[src/sv/i2cmra_pkg.sv]
// ---------------------------------------------------------------------------
// I2C register access package
// Command codes, bus phase encoding and item types for the I2C master.
// ---------------------------------------------------------------------------
`default_nettype none

package i2cmra_pkg;

   // command codes
   localparam logic [1:0] KIND_TICK  = 2'd0;
   localparam logic [1:0] KIND_READ  = 2'd1;
   localparam logic [1:0] KIND_WRITE = 2'd2;
   localparam logic [1:0] KIND_CMD   = 2'd3;

   // which byte a byte/ack phase belongs to
   localparam logic [1:0] GRP_ADDR  = 2'd0;
   localparam logic [1:0] GRP_REG   = 2'd1;
   localparam logic [1:0] GRP_RADDR = 2'd2;
   localparam logic [1:0] GRP_DATA  = 2'd3;

   localparam logic [15:0] TIMEOUT_RESET = 16'd1000;
   localparam logic [2:0]  LAST_BIT      = 3'd7;

   typedef enum logic [15:0] {
      PH_IDLE    = 16'h0001,
      PH_START   = 16'h0002,
      PH_BIT_LO  = 16'h0004,
      PH_BIT_HI  = 16'h0008,
      PH_ACK_LO  = 16'h0010,
      PH_ACK_HI  = 16'h0020,
      PH_RS_LO   = 16'h0040,
      PH_RS_HI   = 16'h0080,
      PH_RS_FALL = 16'h0100,
      PH_RD_LO   = 16'h0200,
      PH_RD_HI   = 16'h0400,
      PH_NK_LO   = 16'h0800,
      PH_NK_HI   = 16'h1000,
      PH_SP_LO   = 16'h2000,
      PH_SP_HI   = 16'h4000,
      PH_SP_RISE = 16'h8000
   } phase_type;

   typedef struct packed {
      logic [1:0] kind;
      logic [7:0] device_address;
      logic [7:0] register_index;
      logic [7:0] write_data;
      logic       sda_in;
   } req_item_type;

   typedef struct packed {
      logic       scl_out;
      logic       sda_out;
      logic       busy_res;
      logic       done_res;
      logic [7:0] read_data;
      logic       ack_missing;
   } rsp_item_type;

endpackage

`default_nettype wire

[src/sv/i2cmra_if.sv]
// ---------------------------------------------------------------------------
// I2C register access channels
// Valid/ready channels for commands, per-tick results and the timeout CSR.
// ---------------------------------------------------------------------------
`default_nettype none

interface i2cmra_req_if;
   logic       valid;
   logic       ready;
   logic [1:0] kind;
   logic [7:0] device_address;
   logic [7:0] register_index;
   logic [7:0] write_data;
   logic       sda_in;

   modport source (output valid, kind, device_address, register_index, write_data, sda_in,
                   input ready);
   modport sink   (input valid, kind, device_address, register_index, write_data, sda_in,
                   output ready);
endinterface

interface i2cmra_rsp_if;
   logic       valid;
   logic       ready;
   logic       scl_out;
   logic       sda_out;
   logic       busy_res;
   logic       done_res;
   logic [7:0] read_data;
   logic       ack_missing;

   modport source  (output valid, scl_out, sda_out, busy_res, done_res, read_data, ack_missing,
                    input ready);
   modport sink    (input valid, scl_out, sda_out, busy_res, done_res, read_data, ack_missing,
                    output ready);
   modport monitor (input valid, ready, scl_out, sda_out, busy_res, done_res, read_data,
                    ack_missing);
endinterface

interface i2cmra_csr_if;
   logic        valid;
   logic        ready;
   logic [15:0] data;

   modport source (output valid, data, input ready);
   modport sink   (input valid, data, output ready);
endinterface

`default_nettype wire

[src/sv/i2cmra_engine.sv]
// ---------------------------------------------------------------------------
// I2C register access engine
// Bus phase state and its single-tick next-state/line-drive logic.
// ---------------------------------------------------------------------------
`default_nettype none

module i2cmra_engine (
   input  logic                       clock,
   input  logic                       reset,
   input  logic                       step,
   input  i2cmra_pkg::req_item_type   item,
   input  logic [15:0]                ack_timeout,
   output i2cmra_pkg::rsp_item_type   result
);

   i2cmra_pkg::phase_type phase_ff, phase_in;
   logic [1:0]  group_ff, group_in;
   logic [2:0]  bit_count_ff, bit_count_in;
   logic [7:0]  shift_ff, shift_in;
   logic [15:0] wait_ff, wait_in;
   logic [1:0]  access_kind_ff, access_kind_in;
   logic [7:0]  address_ff, address_in;
   logic [7:0]  register_ff, register_in;
   logic [7:0]  data_ff, data_in;
   logic [7:0]  received_ff, received_in;
   logic        error_ff, error_in;

   logic        scl, sda, done;
   logic [15:0] wait_inc;
   logic [7:0]  shift_rd;

   assign wait_inc = wait_ff + 16'd1;
   assign shift_rd = {shift_ff[6:0], item.sda_in};

   always_comb begin
      phase_in       = phase_ff;
      group_in       = group_ff;
      bit_count_in   = bit_count_ff;
      shift_in       = shift_ff;
      wait_in        = wait_ff;
      access_kind_in = access_kind_ff;
      address_in     = address_ff;
      register_in    = register_ff;
      data_in        = data_ff;
      received_in    = received_ff;
      error_in       = error_ff;
      scl            = 1'b1;
      sda            = 1'b1;
      done           = 1'b0;

      case (phase_ff)
         i2cmra_pkg::PH_START: begin
            sda          = 1'b0;
            shift_in     = address_ff;
            bit_count_in = '0;
            group_in     = i2cmra_pkg::GRP_ADDR;
            phase_in     = i2cmra_pkg::PH_BIT_LO;
         end
         i2cmra_pkg::PH_BIT_LO: begin
            scl      = 1'b0;
            sda      = shift_ff[7];
            phase_in = i2cmra_pkg::PH_BIT_HI;
         end
         i2cmra_pkg::PH_BIT_HI: begin
            sda          = shift_ff[7];
            shift_in     = {shift_ff[6:0], 1'b0};
            bit_count_in = bit_count_ff + 3'd1;
            phase_in     = (bit_count_ff == i2cmra_pkg::LAST_BIT) ? i2cmra_pkg::PH_ACK_LO
                                                                  : i2cmra_pkg::PH_BIT_LO;
         end
         i2cmra_pkg::PH_ACK_LO: begin
            scl      = 1'b0;
            wait_in  = '0;
            phase_in = i2cmra_pkg::PH_ACK_HI;
         end
         i2cmra_pkg::PH_ACK_HI: begin
            if (!item.sda_in) begin
               case (group_ff)
                  i2cmra_pkg::GRP_ADDR: begin
                     shift_in     = register_ff;
                     bit_count_in = '0;
                     group_in     = i2cmra_pkg::GRP_REG;
                     phase_in     = i2cmra_pkg::PH_BIT_LO;
                  end
                  i2cmra_pkg::GRP_REG: begin
                     if (access_kind_ff == i2cmra_pkg::KIND_READ) begin
                        phase_in = i2cmra_pkg::PH_RS_LO;
                     end else if (access_kind_ff == i2cmra_pkg::KIND_WRITE) begin
                        shift_in     = data_ff;
                        bit_count_in = '0;
                        group_in     = i2cmra_pkg::GRP_DATA;
                        phase_in     = i2cmra_pkg::PH_BIT_LO;
                     end else begin
                        phase_in = i2cmra_pkg::PH_SP_LO;
                     end
                  end
                  i2cmra_pkg::GRP_RADDR: begin
                     shift_in     = '0;
                     bit_count_in = '0;
                     phase_in     = i2cmra_pkg::PH_RD_LO;
                  end
                  default: begin
                     phase_in = i2cmra_pkg::PH_SP_LO;
                  end
               endcase
            end else begin
               wait_in = wait_inc;
               if (wait_inc >= ack_timeout) begin
                  error_in    = 1'b1;
                  received_in = '0;
                  phase_in    = i2cmra_pkg::PH_SP_LO;
               end
            end
         end
         i2cmra_pkg::PH_RS_LO: begin
            scl      = 1'b0;
            phase_in = i2cmra_pkg::PH_RS_HI;
         end
         i2cmra_pkg::PH_RS_HI: begin
            phase_in = i2cmra_pkg::PH_RS_FALL;
         end
         i2cmra_pkg::PH_RS_FALL: begin
            sda          = 1'b0;
            shift_in     = address_ff + 8'd1;
            bit_count_in = '0;
            group_in     = i2cmra_pkg::GRP_RADDR;
            phase_in     = i2cmra_pkg::PH_BIT_LO;
         end
         i2cmra_pkg::PH_RD_LO: begin
            scl      = 1'b0;
            phase_in = i2cmra_pkg::PH_RD_HI;
         end
         i2cmra_pkg::PH_RD_HI: begin
            shift_in     = shift_rd;
            bit_count_in = bit_count_ff + 3'd1;
            if (bit_count_ff == i2cmra_pkg::LAST_BIT) begin
               received_in = shift_rd;
               phase_in    = i2cmra_pkg::PH_NK_LO;
            end else begin
               phase_in = i2cmra_pkg::PH_RD_LO;
            end
         end
         i2cmra_pkg::PH_NK_LO: begin
            scl      = 1'b0;
            phase_in = i2cmra_pkg::PH_NK_HI;
         end
         i2cmra_pkg::PH_NK_HI: begin
            phase_in = i2cmra_pkg::PH_SP_LO;
         end
         i2cmra_pkg::PH_SP_LO: begin
            scl      = 1'b0;
            sda      = 1'b0;
            phase_in = i2cmra_pkg::PH_SP_HI;
         end
         i2cmra_pkg::PH_SP_HI: begin
            sda      = 1'b0;
            phase_in = i2cmra_pkg::PH_SP_RISE;
         end
         i2cmra_pkg::PH_SP_RISE: begin
            done     = 1'b1;
            phase_in = i2cmra_pkg::PH_IDLE;
         end
         default: begin
            // idle: lines released, take a new command
            phase_in = i2cmra_pkg::PH_IDLE;
            if (item.kind != i2cmra_pkg::KIND_TICK) begin
               access_kind_in = item.kind;
               address_in     = item.device_address;
               register_in    = item.register_index;
               data_in        = item.write_data;
               error_in       = 1'b0;
               wait_in        = '0;
               bit_count_in   = '0;
               phase_in       = i2cmra_pkg::PH_START;
            end
         end
      endcase
   end

   always_comb begin
      result.scl_out     = scl;
      result.sda_out     = sda;
      result.busy_res    = (phase_in != i2cmra_pkg::PH_IDLE);
      result.done_res    = done;
      result.read_data   = received_in;
      result.ack_missing = error_in;
   end

   always_ff @(posedge clock) begin
      if (reset) begin
         phase_ff       <= i2cmra_pkg::PH_IDLE;
         group_ff       <= '0;
         bit_count_ff   <= '0;
         shift_ff       <= '0;
         wait_ff        <= '0;
         access_kind_ff <= '0;
         address_ff     <= '0;
         register_ff    <= '0;
         data_ff        <= '0;
         received_ff    <= '0;
         error_ff       <= 1'b0;
      end else if (step) begin
         phase_ff       <= phase_in;
         group_ff       <= group_in;
         bit_count_ff   <= bit_count_in;
         shift_ff       <= shift_in;
         wait_ff        <= wait_in;
         access_kind_ff <= access_kind_in;
         address_ff     <= address_in;
         register_ff    <= register_in;
         data_ff        <= data_in;
         received_ff    <= received_in;
         error_ff       <= error_in;
      end
   end

endmodule

`default_nettype wire

[src/sv/i2c_master_register_access.sv]
// ---------------------------------------------------------------------------
// I2C master register access
// Bit-level I2C master for register read, write and command-only accesses,
// advanced one bus phase per tick transfer.
// ---------------------------------------------------------------------------
//
//   channel   dir  handshake      payload
//   req_chan  in   valid/ready    kind, device_address, register_index,
//                                 write_data, sda_in
//   rsp_chan  out  valid/ready    scl_out, sda_out, busy_res, done_res,
//                                 read_data, ack_missing
//   csr_chan  in   valid/ready    data (ack_timeout, 16 bit)
//
// Path: a tick transfer lands in the input register, is stepped through
// the phase logic and loads the result register, which offers its result.
// Throughput: one tick per cycle while rsp_chan.ready stays high; the bus
// phase state is updated in the same cycle its result is registered, so
// the next tick sees it directly.
// Stalls: rsp_chan.ready low holds the result register, and the input
// register fills and then drops req_chan.ready. csr_chan is always ready.
// Reset: synchronous; bus idle, lines released, ack_timeout = 1000.
// ---------------------------------------------------------------------------
`default_nettype none

module i2c_master_register_access (
   input  logic          clock,
   input  logic          reset,
   i2cmra_req_if.sink    req_chan,
   i2cmra_rsp_if.source  rsp_chan,
   i2cmra_csr_if.sink    csr_chan
);

   // input register
   logic                     in_valid_ff;
   i2cmra_pkg::req_item_type in_item_ff;
   i2cmra_pkg::req_item_type req_item;

   // result register
   logic                     out_valid_ff;
   i2cmra_pkg::rsp_item_type out_item_ff;
   i2cmra_pkg::rsp_item_type step_result;

   logic [15:0] ack_timeout_ff;
   logic        advance;
   logic        req_take;

   // move the held tick into the result stage when the result slot frees up
   assign advance  = in_valid_ff && (!out_valid_ff || rsp_chan.ready);
   assign req_take = req_chan.valid && req_chan.ready;

   assign req_chan.ready = !in_valid_ff || advance;
   assign csr_chan.ready = 1'b1;

   always_comb begin
      req_item.kind           = req_chan.kind;
      req_item.device_address = req_chan.device_address;
      req_item.register_index = req_chan.register_index;
      req_item.write_data     = req_chan.write_data;
      req_item.sda_in         = req_chan.sda_in;
   end

   always_ff @(posedge clock) begin
      if (reset) begin
         ack_timeout_ff <= i2cmra_pkg::TIMEOUT_RESET;
      end else if (csr_chan.valid && csr_chan.ready) begin
         ack_timeout_ff <= csr_chan.data;
      end
   end

   always_ff @(posedge clock) begin
      if (reset) begin
         in_valid_ff <= 1'b0;
      end else if (req_take) begin
         in_valid_ff <= 1'b1;
      end else if (advance) begin
         in_valid_ff <= 1'b0;
      end
   end

   always_ff @(posedge clock) begin
      if (req_take) begin
         in_item_ff <= req_item;
      end
   end

   i2cmra_engine u_engine (
      .clock       (clock),
      .reset       (reset),
      .step        (advance),
      .item        (in_item_ff),
      .ack_timeout (ack_timeout_ff),
      .result      (step_result)
   );

   always_ff @(posedge clock) begin
      if (reset) begin
         out_valid_ff <= 1'b0;
      end else if (advance) begin
         out_valid_ff <= 1'b1;
      end else if (rsp_chan.ready) begin
         out_valid_ff <= 1'b0;
      end
   end

   always_ff @(posedge clock) begin
      if (advance) begin
         out_item_ff <= step_result;
      end
   end

   assign rsp_chan.valid       = out_valid_ff;
   assign rsp_chan.scl_out     = out_item_ff.scl_out;
   assign rsp_chan.sda_out     = out_item_ff.sda_out;
   assign rsp_chan.busy_res    = out_item_ff.busy_res;
   assign rsp_chan.done_res    = out_item_ff.done_res;
   assign rsp_chan.read_data   = out_item_ff.read_data;
   assign rsp_chan.ack_missing = out_item_ff.ack_missing;

endmodule

`default_nettype wire

[src/flat_wrapper.sv]
// flat-port wrapper written by rule: the top's interface ports become plain ports
module i2c_master_register_access_flat 
  (clock, reset, req_chan_valid, req_chan_kind, req_chan_device_address, req_chan_register_index, req_chan_write_data, req_chan_sda_in, req_chan_ready, rsp_chan_valid, rsp_chan_scl_out, rsp_chan_sda_out, rsp_chan_busy_res, rsp_chan_done_res, rsp_chan_read_data, rsp_chan_ack_missing, rsp_chan_ready, csr_chan_valid, csr_chan_data, csr_chan_ready);
  i2cmra_req_if req_chan_i ();
  i2cmra_rsp_if rsp_chan_i ();
  i2cmra_csr_if csr_chan_i ();
  input  logic clock;
  input  logic reset;
  input wire logic [$bits(req_chan_i.valid)-1:0] req_chan_valid;
  input wire logic [$bits(req_chan_i.kind)-1:0] req_chan_kind;
  input wire logic [$bits(req_chan_i.device_address)-1:0] req_chan_device_address;
  input wire logic [$bits(req_chan_i.register_index)-1:0] req_chan_register_index;
  input wire logic [$bits(req_chan_i.write_data)-1:0] req_chan_write_data;
  input wire logic [$bits(req_chan_i.sda_in)-1:0] req_chan_sda_in;
  output wire logic [$bits(req_chan_i.ready)-1:0] req_chan_ready;
  output wire logic [$bits(rsp_chan_i.valid)-1:0] rsp_chan_valid;
  output wire logic [$bits(rsp_chan_i.scl_out)-1:0] rsp_chan_scl_out;
  output wire logic [$bits(rsp_chan_i.sda_out)-1:0] rsp_chan_sda_out;
  output wire logic [$bits(rsp_chan_i.busy_res)-1:0] rsp_chan_busy_res;
  output wire logic [$bits(rsp_chan_i.done_res)-1:0] rsp_chan_done_res;
  output wire logic [$bits(rsp_chan_i.read_data)-1:0] rsp_chan_read_data;
  output wire logic [$bits(rsp_chan_i.ack_missing)-1:0] rsp_chan_ack_missing;
  input wire logic [$bits(rsp_chan_i.ready)-1:0] rsp_chan_ready;
  input wire logic [$bits(csr_chan_i.valid)-1:0] csr_chan_valid;
  input wire logic [$bits(csr_chan_i.data)-1:0] csr_chan_data;
  output wire logic [$bits(csr_chan_i.ready)-1:0] csr_chan_ready;
  assign req_chan_i.valid = req_chan_valid;
  assign req_chan_i.kind = req_chan_kind;
  assign req_chan_i.device_address = req_chan_device_address;
  assign req_chan_i.register_index = req_chan_register_index;
  assign req_chan_i.write_data = req_chan_write_data;
  assign req_chan_i.sda_in = req_chan_sda_in;
  assign req_chan_ready = req_chan_i.ready;
  assign rsp_chan_valid = rsp_chan_i.valid;
  assign rsp_chan_scl_out = rsp_chan_i.scl_out;
  assign rsp_chan_sda_out = rsp_chan_i.sda_out;
  assign rsp_chan_busy_res = rsp_chan_i.busy_res;
  assign rsp_chan_done_res = rsp_chan_i.done_res;
  assign rsp_chan_read_data = rsp_chan_i.read_data;
  assign rsp_chan_ack_missing = rsp_chan_i.ack_missing;
  assign rsp_chan_i.ready = rsp_chan_ready;
  assign csr_chan_i.valid = csr_chan_valid;
  assign csr_chan_i.data = csr_chan_data;
  assign csr_chan_ready = csr_chan_i.ready;
  i2c_master_register_access u_core (.clock(clock), .reset(reset), .req_chan(req_chan_i), .rsp_chan(rsp_chan_i), .csr_chan(csr_chan_i));
endmodule
[config.mk]
export PLATFORM = sky130hd
export DESIGN_NAME = i2c_master_register_access_flat
export DESIGN_NICKNAME = d
export VERILOG_FILES = /design/src/sv/i2cmra_pkg.sv /design/src/sv/i2cmra_if.sv /design/src/sv/i2cmra_engine.sv /design/src/sv/i2c_master_register_access.sv /design/src/flat_wrapper.sv
export SDC_FILE = /design/constraint.sdc
export NUM_CORES = 1
export LEC_CHECK = 0
export CAP_MARGIN = 20
export CORE_MARGIN = 2
export CORE_UTILIZATION = 38
export CTS_CLUSTER_SIZE = 20
export DETAILED_ROUTE_END_ITERATION = 8
export DONT_BUFFER_PORTS = 1
export GPL_TIMING_DRIVEN = 0
export PLACE_DENSITY_LB_ADDON = 0.1
export SLEW_MARGIN = 40
export SYNTH_ARGS = -nofsm -noshare
export SYNTH_HDL_FRONTEND = slang
export SYNTH_SLANG_ARGS = --single-unit
export TNS_END_PERCENT = 30
[constraint.sdc]
create_clock -name clock -period 3.29 [get_ports clock]
set_input_delay 0.658 -clock clock [delete_from_list [all_inputs] [get_ports clock]]
set_output_delay 0.658 -clock clock [all_outputs]
set_load 0.01 [all_outputs]
Yosys cells after proc, flatten, opt, wreduce, memory -nomap -nowiden. Index checks and enable logic that the tools add are counted. Widths: inputs -> output; s select.

Muxes and demuxes: 43. Bitwise operators: 3. Reductions and logical operators: 29. Equal/unequal tests: 28. Magnitude comparators: 1. Add/subtract/negate cells: 3.

Operator list (count): $pmux 16 s14 (1); $mux 16 (4); $mux 8 (6); $pmux 16 s3 (1); $pmux 14 s3 (1); $pmux 8 s5 (1); $mux 14 (2); $pmux 8 s3 (1); $add 16x1->16 const B (1); $eq 16x10->1 const B (1); $eq 16x11->1 const B (1); $eq 16x12->1 const B (1); $eq 16x13->1 const B (1); $eq 16x14->1 const B (1); $eq 16x15->1 const B (1); $eq 16x16->1 const B (1); $eq 16x2->1 const B (1); $eq 16x3->1 const B (1); $eq 16x4->1 const B (1); $eq 16x5->1 const B (1); $eq 16x6->1 const B (1); $eq 16x7->1 const B (1); $eq 16x8->1 const B (1); $eq 16x9->1 const B (1); 44 further kinds (74).

Input bits: 48. Flip-flop bits (word level): 138. Logic and storage cells: 132. Output and inout port bits: 16.

Logic depth before layout (Yosys ltp).
Depth in word-level cells: 7. Gate-level depth with buffers: 13. Gate-level depth less buffers: 12.

Modules after synthesis. From an unflattened synthesis, not the netlist that was laid out.

Cells, all modules: 767. Area total of the unflattened synthesis: 7210.7 um2.

Modules (own cells, without submodules): i2cmra_engine (instances 1, area each 5316.3 um2, sequential area each 1601.5 um2, cells each 663); i2c_master_register_access (instances 1, area each 1894.3 um2, sequential area each 1561.5 um2, cells each 104).

Worst setup path before layout. OpenSTA, ideal clock, no wires.

Path type: register -> register. Start: register u_core.u_engine.wait_ff[0]. End: register u_core.out_item_ff, in the netlist u_core.rsp_chan.read_data[0] (data pin). Arrival: 3.031 ns. Required time: 3.016 ns. Path buffers: 1. Clock period less this slack: 3.305 ns. Library setup time: 0.274 ns. Stages on the path, launching flop included: 14. Path slack: -0.015 ns. Cells stage by stage: dfxtp_1 -> ha_1 -> nand3_1 -> or2_2 -> clkbuf_1 -> nor2_1 -> nand3_1 -> xnor2_1 -> ha_1 -> nand4_1 -> nor4b_1 -> a221oi_1 -> a21oi_1 -> o21ai_0.

RTL lines: from (decl) (RTL line i2cmra_engine.sv:20) `logic [15:0] wait_ff, wait_in;`; from (signal assigned) (RTL line i2cmra_engine.sv:207) `wait_ff <= wait_in;`; to (signal assigned) (RTL line i2c_master_register_access.sv:107) `out_item_ff <= step_result;`; to (decl) (RTL line i2c_master_register_access.sv:40) `i2cmra_pkg::rsp_item_type out_item_ff;`.

==> run metrics <==
crit path launch type=register; area of the core=roughly 19000 um2; yosys warns=0; aggregate routed wire length=just under 20000 um; CP arrival=~3400 ps; sequential share of the synthesized area=44.34%; Clk Tree Root Cell=clkbuf_16; Clk Latency, worst-skew pair=420 ps; Clock transition at path regs=60 ps; Tcrit/Tclk final=between 90% and 100%; die area=19890 um2; status=finished clean; VDD IR-drop max=0.3948 mV; Pleak=around 3.0 nW; Top Ports=64; routed via count=roughly 5800; Crit Path Category=register to register; DRT Pass-1 Iters=5; setup_tns=0 ps; CTS tree=built; worst-path fanout max=6; main flop type after synthesis=dfxtp_1; hpwl dp=between 10000 and 15000 um; # port buffers=0; Synth area leader=dfxtp_1; CP Capture Type=register; antenna-violating nets left=0; Avg Inst Size Synth=9.042 um2; Worst EP required=between 3000 and 4000 ps; pin count of the biggest net entering global routing=28; Post-Synthesis Cells=~800; design area=roughly 8300 um2; number of synthesized register bits=roughly 140; wire per inst=18.19 um; clock buffer depth=2; Power Total=3.988 mW; Mapped Area=approximately 7100 um2; worst min path class=primary input to register; GRT Total Usage=approximately a fifth; pwr/cell area=482.1 nW/um2; Die Span X=141.0 um; Die Y=~140 um; Area Growth Syn to Fin=15.96%; area post-placement=7440 um2; EDFF count, synth=40; Final Util=44.53%; number of global-route vias before repair=between 5000 and 6000; main area contributors after synthesis=dfxtp_1 27%, edfxtp_1 17%, nand2_1 6.6%; clk sink count=around 140; dpl cells=a little over 1000; Layout Cells excl Fill=about 1100; Mapped Nets=between 800 and 900; Async S/R FF share, synth=0%; H-tree depth=4; f_max=between 300 and 400 MHz; Least-Margin Pin Slew=approximately 680 ps; # DRC=0; final setup fails=0; relative slew slack=between 50% and 60%; FP Rows=50; count of cell types in the netlist=64; Max-Cap Viols=0; crit path time final=between 3000 and 4000 ps; Final Wtd Congestion=just over 0.9; clk_skew=around 9.7 ps; top-area cell type share of the netlist area=between 20 and 30%; share of cells above drive strength 1=12.88%; fill count=1804; grt total ovfl=0; vias per cell=5.456; Fin. Hold Viols=0; final net count=just under 900; number of diodes=0; first-pass GRT wire length=slightly above 30000 um; CTS Buf Count=17; Initial Utilization=38.40%; Final Max Tran Viols=0; drt initial violations=419; initial antenna violation count=0
synthesized netlist by cell type, drive strengths merged (5+ instances only):
cell     count
nor4b        7
nor2b       16
o21ai       45
or4          8
a21oi       38
edfxtp      40
o211ai       8
dfxtp       98
nand2b       7
nor4        13
xor2        10
o31ai        6
a211oi       9
clkbuf      39
ha          28
and3         6
xnor2       17
o2bb2ai      5
inv         25
a31oi       15
o22ai        5
or3          6
nand3       32
nand4        9
buf         20
mux2i       37
nand2      126
nor2        57
nor3        11
a32oi       10
timing repair:
item	in CTS	in global routing
hold buffers	0	0
buffers inserted	2	9
resized for setup	15	25
setup endpoints to repair	20	19
pin swaps	5	15
gates cloned	1	0
sequential cells by signal, summed over array words and instances (netlist names), 3 cells and up:
register / flops
u_core.u_engine.shift_ff: 8
u_core.rsp_chan.read_data: 8
u_core.u_engine.data_ff: 8
u_core.u_engine.address_ff: 8
u_core.in_item_ff: 27
u_core.u_engine.register_ff: 8
u_core.ack_timeout_ff: 16
u_core.u_engine.received_ff: 8
u_core.u_engine.phase_ff: 16
u_core.u_engine.bit_count_ff: 3
u_core.u_engine.wait_ff: 16
metal layers:
metal / wire length, um / global-route usage [%] / up-vias
met1: 8962 / 25.87 / 2774
met4: 313 / 6.316 / 0
met2: 9406 / 33.30 / 130
met5: 0 / 0 / -
met3: 687 / 3.329 / 24
li1: - / - / 2883
through the flow:
step,hold slack [ps],worst slack [ps]
6_report,327.5,75.02
5_1_grt,310.0,-3.528
4_1_cts,315.4,81.69
3_5_place_dp,448.4,-894.2
3_3_place_gp,445.1,-849.1
2_1_floorplan,430.2,20.98
final timing paths:
kind                                               start                                           to  slack [ps]  depth (start not counted)
max reg2reg      u_core.u_engine.wait_ff[0]$_SDFFE_PP0P_       u_core.rsp_chan.read_data[7]$_DFFE_PP_          80                         13
min                           req_chan_register_index[2]              u_core.in_item_ff[11]$_DFFE_PP_         330                          0
min reg2reg  u_core.u_engine.register_ff[1]$_SDFFE_PP0P_  u_core.u_engine.register_ff[1]$_SDFFE_PP0P_         460                          2
max              u_core.u_engine.wait_ff[0]$_SDFFE_PP0P_       u_core.rsp_chan.read_data[7]$_DFFE_PP_          80                         13
layout make-up:
type	instances	area [um2]	area share, %
Tap cell	234	292.8	3.539
Inverter	25	93.84	1.134
Buffer	57	281.5	3.403
Clock inverter	12	126.4	1.528
Sequential cell	138	3177	38.40
Multi-Input combinational cell	568	3757	45.42
Timing Repair Buffer	11	107.6	1.301
Clock buffer	20	436.7	5.278
placed cells by master, fill, tap and decap left out, types with 8 or more instances in the layout:
| master | instances |
|---|---|
| clkbuf_16 | 17 |
| nor3_1 | 8 |
| xor2_1 | 10 |
| nor4_1 | 8 |
| a211oi_1 | 9 |
| a31oi_1 | 15 |
| nor2_1 | 54 |
| buf_4 | 12 |
| nand3_1 | 27 |
| edfxtp_1 | 40 |
| a21oi_1 | 36 |
| o21ai_0 | 36 |
| buf_2 | 8 |
| mux2i_1 | 37 |
| inv_1 | 25 |
| dfxtp_1 | 93 |
| nand4_1 | 9 |
| a32oi_1 | 10 |
| nor2b_1 | 16 |
| ha_1 | 27 |
| nand2_1 | 125 |
| xnor2_1 | 15 |
| clkbuf_1 | 39 |
cell families after synthesis:
| family | synth area share [%] |
|---|---|
| xor+xnor | 3.315 |
| flops | 44.34 |
| simple gates | 22.34 |
| fa+ha+maj | 4.911 |
| mux | 5.349 |
| other cells | 0.05256 |
| buf+inv | 5.349 |
| compound gates | 14.35 |
worst max-delay path: stages (launching register included):
cell	delay [ps]
dfxtp_4	390
ha_4	160
nand3_4	90
or2_4	270
nor2_4	160
nand3_2	110
xnor2_2	170
ha_1	310
nand4_1	200
nor4b_4	400
a221oi_4	120
buf_12	150
a21oi_4	280
o21ai_1	120
report_power, final:
| part | switching, mW | internal, mW |
|---|---|---|
| Clock | 0.752 | 1.11 |
| Sequential | 0.0375 | 1.81 |
| Combinational | 0.182 | 0.0944 |
| Total | 0.971 | 3.02 |
No activity file was read; power rests on OpenSTA's default activity.
